**src/rtl/wzl_pkg.sv**
```systemverilog
// Shared types and constants of the rolling-window z-score labeler.
`timescale 1ns / 1ps

package wzl_pkg;

    // Fixed field widths.
    localparam int PRICE_W = 32;
    localparam int THR_W   = 16;
    localparam int NORM_W  = 16;
    localparam int POS_W   = 6;
    localparam int QUO_W   = 32;
    localparam int ROOT_W  = 16;

    // Threshold after reset, Q0.16.
    localparam logic [THR_W-1:0] THR_RESET = 16'd131;

    // Commands from the controller to the datapath.
    typedef struct packed {
        logic store;       // write the input word into the ring
        logic rd;          // read the ring at the read pointer, then advance it
        logic p1_dat;      // first pass: add the price to the sum, square it
        logic p1_acc;      // first pass: add the square to the sum of squares
        logic k_clr;       // clear the position counter
        logic k_inc;       // advance the position counter
        logic ref_dat;     // reference price read: form the label, square the sum
        logic den;         // form the variance term and rewind the read pointer
        logic p2_dat;      // second pass: form the deviation magnitude
        logic div_start;   // start the divider
        logic sqrt_start;  // start the square root
        logic load_out;    // load the output word
    } t_cmd;

    // Status from the datapath to the controller.
    typedef struct packed {
        logic full_next;   // the ring is full once this word is stored
        logic k_last;      // the position counter is at the last window slot
        logic flat;        // all window prices are equal
        logic div_done;    // divider finished
        logic sqrt_done;   // square root finished
    } t_stat;

endpackage

```
**src/rtl/wzl_ctrl.sv**
```systemverilog
// Controller: sequences storing, the two window passes and each output word.
`timescale 1ns / 1ps

module wzl_ctrl (
    input  logic             i_clk,
    input  logic             i_rst_n,
    input  logic             i_in_valid,
    output logic             o_in_stall,
    output logic             o_out_valid,
    input  logic             i_out_stall,
    output wzl_pkg::t_cmd    o_cmd,
    input  wzl_pkg::t_stat   i_stat
);
    import wzl_pkg::*;

    localparam logic [4:0] S_IDLE      = 5'd0;
    localparam logic [4:0] S_P1_RD     = 5'd1;
    localparam logic [4:0] S_P1_DAT    = 5'd2;
    localparam logic [4:0] S_P1_W1     = 5'd3;
    localparam logic [4:0] S_P1_W2     = 5'd4;
    localparam logic [4:0] S_P1_ACC    = 5'd5;
    localparam logic [4:0] S_REF_RD    = 5'd6;
    localparam logic [4:0] S_REF_DAT   = 5'd7;
    localparam logic [4:0] S_DEN_W1    = 5'd8;
    localparam logic [4:0] S_DEN_W2    = 5'd9;
    localparam logic [4:0] S_DEN       = 5'd10;
    localparam logic [4:0] S_P2_RD     = 5'd11;
    localparam logic [4:0] S_P2_DAT    = 5'd12;
    localparam logic [4:0] S_P2_W1     = 5'd13;
    localparam logic [4:0] S_P2_W2     = 5'd14;
    localparam logic [4:0] S_DIV       = 5'd15;
    localparam logic [4:0] S_DIV_WAIT  = 5'd16;
    localparam logic [4:0] S_SQRT      = 5'd17;
    localparam logic [4:0] S_SQRT_WAIT = 5'd18;
    localparam logic [4:0] S_LOAD      = 5'd19;
    localparam logic [4:0] S_EMIT      = 5'd20;

    logic [4:0] r_state;
    logic [4:0] n_state;

    always_ff @(posedge i_clk) begin
        if (!i_rst_n) begin
            r_state <= S_IDLE;
        end else begin
            r_state <= n_state;
        end
    end

    assign o_in_stall  = (r_state != S_IDLE);
    assign o_out_valid = (r_state == S_EMIT);

    // Next state and commands.
    always_comb begin
        n_state = r_state;
        o_cmd   = '0;
        case (r_state)
            S_IDLE: begin
                if (i_in_valid) begin
                    o_cmd.store = 1'b1;
                    if (i_stat.full_next) begin
                        n_state = S_P1_RD;
                    end
                end
            end
            S_P1_RD: begin
                o_cmd.rd = 1'b1;
                n_state  = S_P1_DAT;
            end
            S_P1_DAT: begin
                o_cmd.p1_dat = 1'b1;
                n_state      = S_P1_W1;
            end
            S_P1_W1: begin
                n_state = S_P1_W2;
            end
            S_P1_W2: begin
                n_state = S_P1_ACC;
            end
            S_P1_ACC: begin
                o_cmd.p1_acc = 1'b1;
                if (i_stat.k_last) begin
                    o_cmd.k_clr = 1'b1;
                    n_state     = S_REF_RD;
                end else begin
                    o_cmd.k_inc = 1'b1;
                    n_state     = S_P1_RD;
                end
            end
            S_REF_RD: begin
                o_cmd.rd = 1'b1;
                n_state  = S_REF_DAT;
            end
            S_REF_DAT: begin
                o_cmd.ref_dat = 1'b1;
                n_state       = S_DEN_W1;
            end
            S_DEN_W1: begin
                n_state = S_DEN_W2;
            end
            S_DEN_W2: begin
                n_state = S_DEN;
            end
            S_DEN: begin
                o_cmd.den = 1'b1;
                n_state   = S_P2_RD;
            end
            S_P2_RD: begin
                o_cmd.rd = 1'b1;
                n_state  = S_P2_DAT;
            end
            S_P2_DAT: begin
                o_cmd.p2_dat = 1'b1;
                n_state      = i_stat.flat ? S_LOAD : S_P2_W1;
            end
            S_P2_W1: begin
                n_state = S_P2_W2;
            end
            S_P2_W2: begin
                n_state = S_DIV;
            end
            S_DIV: begin
                o_cmd.div_start = 1'b1;
                n_state         = S_DIV_WAIT;
            end
            S_DIV_WAIT: begin
                if (i_stat.div_done) begin
                    n_state = S_SQRT;
                end
            end
            S_SQRT: begin
                o_cmd.sqrt_start = 1'b1;
                n_state          = S_SQRT_WAIT;
            end
            S_SQRT_WAIT: begin
                if (i_stat.sqrt_done) begin
                    n_state = S_LOAD;
                end
            end
            S_LOAD: begin
                o_cmd.load_out = 1'b1;
                n_state        = S_EMIT;
            end
            S_EMIT: begin
                if (!i_out_stall) begin
                    if (i_stat.k_last) begin
                        n_state = S_IDLE;
                    end else begin
                        o_cmd.k_inc = 1'b1;
                        n_state     = S_P2_RD;
                    end
                end
            end
            default: begin
                n_state = S_IDLE;
            end
        endcase
    end

endmodule

```
**config.mk**
```make
export PLATFORM = sky130hd
export DESIGN_NAME = wzl_ctrl
export DESIGN_NICKNAME = d
export VERILOG_FILES = /design/src/rtl/wzl_pkg.sv /design/src/rtl/wzl_ctrl.sv
export SDC_FILE = /design/constraint.sdc
export NUM_CORES = 1
export LEC_CHECK = 0
export BUFFER_PORTS_ARGS = -buffer_cell sky130_fd_sc_hd__buf_2
export CAP_MARGIN = 20
export CORE_AREA = 3 3 40 42
export CTS_CLUSTER_SIZE = 28
export DETAILED_ROUTE_END_ITERATION = 16
export DIE_AREA = 0 0 43 45
export PLACE_DENSITY = 0.76
export SETUP_SLACK_MARGIN = 0.15
export SLEW_MARGIN = 20
export SYNTH_ARGS = -nofsm -noshare
export SYNTH_HDL_FRONTEND = slang
export SYNTH_SLANG_ARGS = --single-unit
```
**constraint.sdc**
```tcl
create_clock -name i_clk -period 4 [get_ports i_clk]
set_clock_uncertainty 0.05 [all_clocks]
set_input_delay 0.6 -clock i_clk [delete_from_list [all_inputs] [get_ports i_clk]]
set_output_delay 0.6 -clock i_clk [all_outputs]
set_load 0.03 [all_outputs]
```
Yosys cells after proc, flatten, opt, wreduce, memory -nomap -nowiden
Index checks and enable logic that the tools add are counted.

Register bits after elaboration: 5. Latch bits: 0. RAM bits: 0. Bits in read-only memories: 0. Bits of input ports: 9. Output and inout bits: 14. Word-level logic and storage cells: 54. Memories kept: 0.

Add/sub/neg operators: 0. Multiply operators: 0. Divide/modulo/power cells: 0. Magnitude comparators: 0. Equality and inequality tests: 25. Shift operators: 0. Muxes and demuxes: 24. Bitwise logic cells: 0. Reductions and logical operators: 4.

Operators with widths (count): 5-bit one-hot mux with 21 select lines (1); 5-bit by 4-bit equality test with 1-bit output, second input constant (8); 5-bit 2-to-1 mux (6); 5-bit equality test, second input constant (5); 5-bit by 3-bit equality test with 1-bit output, second input constant (4); 1-bit 2-to-1 mux (13); 5-bit by 2-bit equality test with 1-bit output, second input constant (2); 2-bit inequality test, second input constant (5); 5-bit by 1-bit equality test with 1-bit output, second input constant (1); 5-bit logical NOT (1); 5-bit AND reduction (1); 5-bit nonzero test (1); 4-bit 2-to-1 mux (1); 3-bit 2-to-1 mux (1); 3-bit OR reduction (1); 2-bit 2-to-1 mux (1); 1-bit one-hot mux with 2 select lines (1).

Logic depth before layout (Yosys ltp)
Word-level depth: 3. Gate-level depth with buffers: 6. Depth with buffers taken out: 4.

Worst setup path after synthesis
Ideal clock, no wire load.

Path kind: register to output. From: register r_state[4]. To: output port o_cmd[6] in the netlist's numbering. Arrival: 1778 ps. Data required time: 3350 ps. Slack: 1572 ps. Cell stages (with the launch flop): 5. Path buffers: 1. Path through: dfxtp_1 > buf_2 > nand2b_1 > o21ai_0 > nor4b_1.

RTL lines: start: declaration (RTL line wzl_ctrl.sv:38) `logic [4:0] r_state;`; start signal: assignment (RTL line wzl_ctrl.sv:45) `r_state <= n_state;`; end: declaration (RTL line wzl_ctrl.sv:11) `output wzl_pkg::t_cmd o_cmd,`.

Worst setup path in the final report
From: register r_state[2]. To: output port o_out_valid.

Word-level cells in the longest chain between the ends: 1.

Ends and longest elaborated chain: 5-bit equality test (RTL line wzl_ctrl.sv:50) `assign o_out_valid = (r_state == S_EMIT);`; end: declaration (RTL line wzl_ctrl.sv:9) `output logic o_out_valid,`.

Every way passes these cells.

==> summary.md <==
| Metric | Value |
|---|---|
| Synth Instances | `84` |
| CTS Sinks | `5` |
| Crit path cell chain | `nand2b_1 -> nor3_1 -> buf_2` |
| Most used DFF post-synth | `dfxtp_1` |
| RePlAce Congestion | `0.847` |
| Nets | `113` |
| Initial core utilization | `0.442` |
| RSZ-0062 raised after global routing | `no` |
| F_max | `0.420 GHz` |
| CTS H-tree depth | `1` |
| Num CTS Buffers | `3` |
| Worst Setup Start Kind | `flip-flop` |
| Top delay family on crit path | `flip-flops` |
| Num rows | `13` |
| Routed vias/inst | `5.68` |
| Postcts setup bufs | `0` |
| Global Route met2 Usage | `0.272` |
| M1 GR Usage | `0.225` |
| Count leader, synth | `nor2_1` |
| Num ports | `23` |
| Status | `finished clean` |
| Synth top area share | `0.176` |
| Cell Area, Synth | `568 sq um` |
| Worst Path Buf+Inv | `1` |
| Reg2Reg Depth | `4` |
| Crit. path cell count | `3` |
| Yosys warns | `0` |
| Synthesis-stage register bit count | `5` |
| Crit path arrival time | `1.73 ns` |
| Period minus WS final | `2.38 ns` |
| GRT Util Overall | `0.163` |
| DRT Wirelength | `1560 um` |
| Clock Tree Buf Depth | `2` |
| Number of global-route vias before repair | `545` |
| Max reg flops | `5` |
| Initial drt markers | `17` |
| Slowest stage delay, CP | `0.64 ns` |
| Die height | `45 um` |
| Final std cells w/o fill | `118` |
| Core Area | `0.00128 sq mm` |
| Final Cycle Share | `0.595` |
| Syn avg cell area | `6.76 sq um` |
| Share of layout cells above drive strength 1 | `0.291` |
| Cells after DPL | `114` |
| Die W | `43 um` |
| Seq/Total Area, Yosys | `0.176` |
| Maxcap violations | `0` |
| CP Capture Type | `output port` |
| Synth cell types | `38` |
| Crit path kind | `flip-flop to output port` |
| Post-route DRC | `0` |
| Power, Total | `168 uW` |
| Antenna-violating nets left | `0` |
| Layout area overhead | `21.1%` |
| Largest register by flop count | `r_state` |
| Top Registers | `r_state: 5 flops` |
| Final setup violation count | `0` |
| Max IR drop VDD | `0.200 mV` |
| Synth top area cells | `dfxtp_1 (18%), nor2_1 (5.9%), a21oi_1 (4.4%)` |
| Area of the die | `0.00194 sq mm` |
| GRT Max-Usage Layer | `met2` |
| Hold Buf Count CTS | `0` |
| Count of final hold-check violations | `0` |
| Initial antenna violation count | `0` |
| CTS resizes | `0` |
| Post-synth EDFFs | `0` |
| Slew @ Worst Pin | `0.735 ns` |
| Async SR Flop Fraction | `0` |
| Gr ovfl total | `0` |
| Setup TNS | `0 ns` |
| HPWL after DPL | `1110 um` |
| M3 GR Usage | `0.0199` |
| Largest net degree at the start of global routing | `24` |
| N_diodes | `0` |
| Synth cell count leaders | `nor2_1 (9), nand2_1 (6), a21oi_1 (5), dfxtp_1 (5), inv_1 (5)` |
| Max FO, Critical Path | `16` |
| First-pass GRT wire length | `2460 um` |
| Synth area leader | `dfxtp_1` |
| Clk pin slew, worst setup/hold paths | `0.04 ns` |
| Leak | `0.000308 uW` |
| Required @ worst endpoint | `3.35 ns` |
| Hold Path Depth | `3` |
| Root Buffer | `clkbuf_4` |
| Worst min-delay path category | `input port to flip-flop` |
| WL per Instance | `13.2 um` |
| Slowest CP cell | `dfxtp_1` |
| Slew HR | `0.509` |
| Clk_lat worst skew | `0.24 ns` |
| Via Count | `670` |
| TritonCTS clock tree | `done` |
| Pins Over Slew Limit | `0` |
| Syn Nets | `93` |
| Pre-antenna DRT Iters | `4` |
| Port Buffers | `22` |
| Power Density | `245 mW/mm^2` |
==> routing by layer <==
layer / routed length (um) / vias up
met5: 0 / -
met4: 17 / 0
met3: 92 / 4
met2: 732 / 25
met1: 720 / 292
li1: - / 349
==> cells by family after synthesis <==
kind of cell,count (synthesis),synth area share
compound gates,24,0.293
xor+xnor,1,0.0154
buf+inv,12,0.0947
flops,5,0.176
mux,2,0.0396
simple gates,40,0.381
==> where the power goes <==
group	leakage, uW	internal, uW	switching (uW)	total [uW]
combinational	0.000252	19.3	27.8	47.1
clock	0.0000150	37.8	22.2	60.0
sequential	0.0000406	52.0	9.42	61.4
==> per-stage QoR <==
stage	cell area (sq um)	setup WS (ns)	hold WS (ns)	util
floorplan	568	1.57	0.620	-
detailed placement	662	1.91	0.704	0.515
global placement	662	1.89	0.673	0.515
global route	688	1.46	0.596	0.536
finish	688	1.62	0.594	0.536
CTS	688	1.64	0.590	0.536
==> worst reg2reg max path: stages, from the launching register on <==
cell and delay [ns]:
dfxtp_1 0.79, nor3_1 0.18, a31o_1 0.27, a211o_1 0.32
a211oi_2 0.22
==> cells in the final DEF (no fill, tap or decap), types with 2 or more instances in the layout <==
| cell type | instances |
|---|---|
| nand2b_1 | 4 |
| nor2b_1 | 2 |
| and3_1 | 2 |
| mux2_2 | 2 |
| nand2_1 | 6 |
| nor2_1 | 9 |
| dfxtp_1 | 5 |
| nor3_1 | 4 |
| a21oi_1 | 5 |
| inv_1 | 5 |
| clkbuf_4 | 3 |
| a32oi_1 | 2 |
| a22oi_1 | 3 |
| nor4_1 | 3 |
| buf_2 | 22 |
| o21ai_0 | 4 |
==> final timing paths <==
kind                    from          end  slack (ns)
setup / recovery  r_state[2]  o_out_valid        1.62
hold / removal       i_rst_n   r_state[2]        0.59
setup reg to reg  r_state[1]   r_state[1]        2.09
hold reg to reg   r_state[4]   r_state[4]        0.73
==> cell type report <==
type | instances | area [sq um]
sequential | 5 | 100
fill | 137 | 597
multi-input combinational | 67 | 414
timing repair buffer | 22 | 110
inverter | 5 | 18.8
tap | 15 | 18.8
clock buffer | 4 | 26.3
Power figures use the tool's default switching activity.
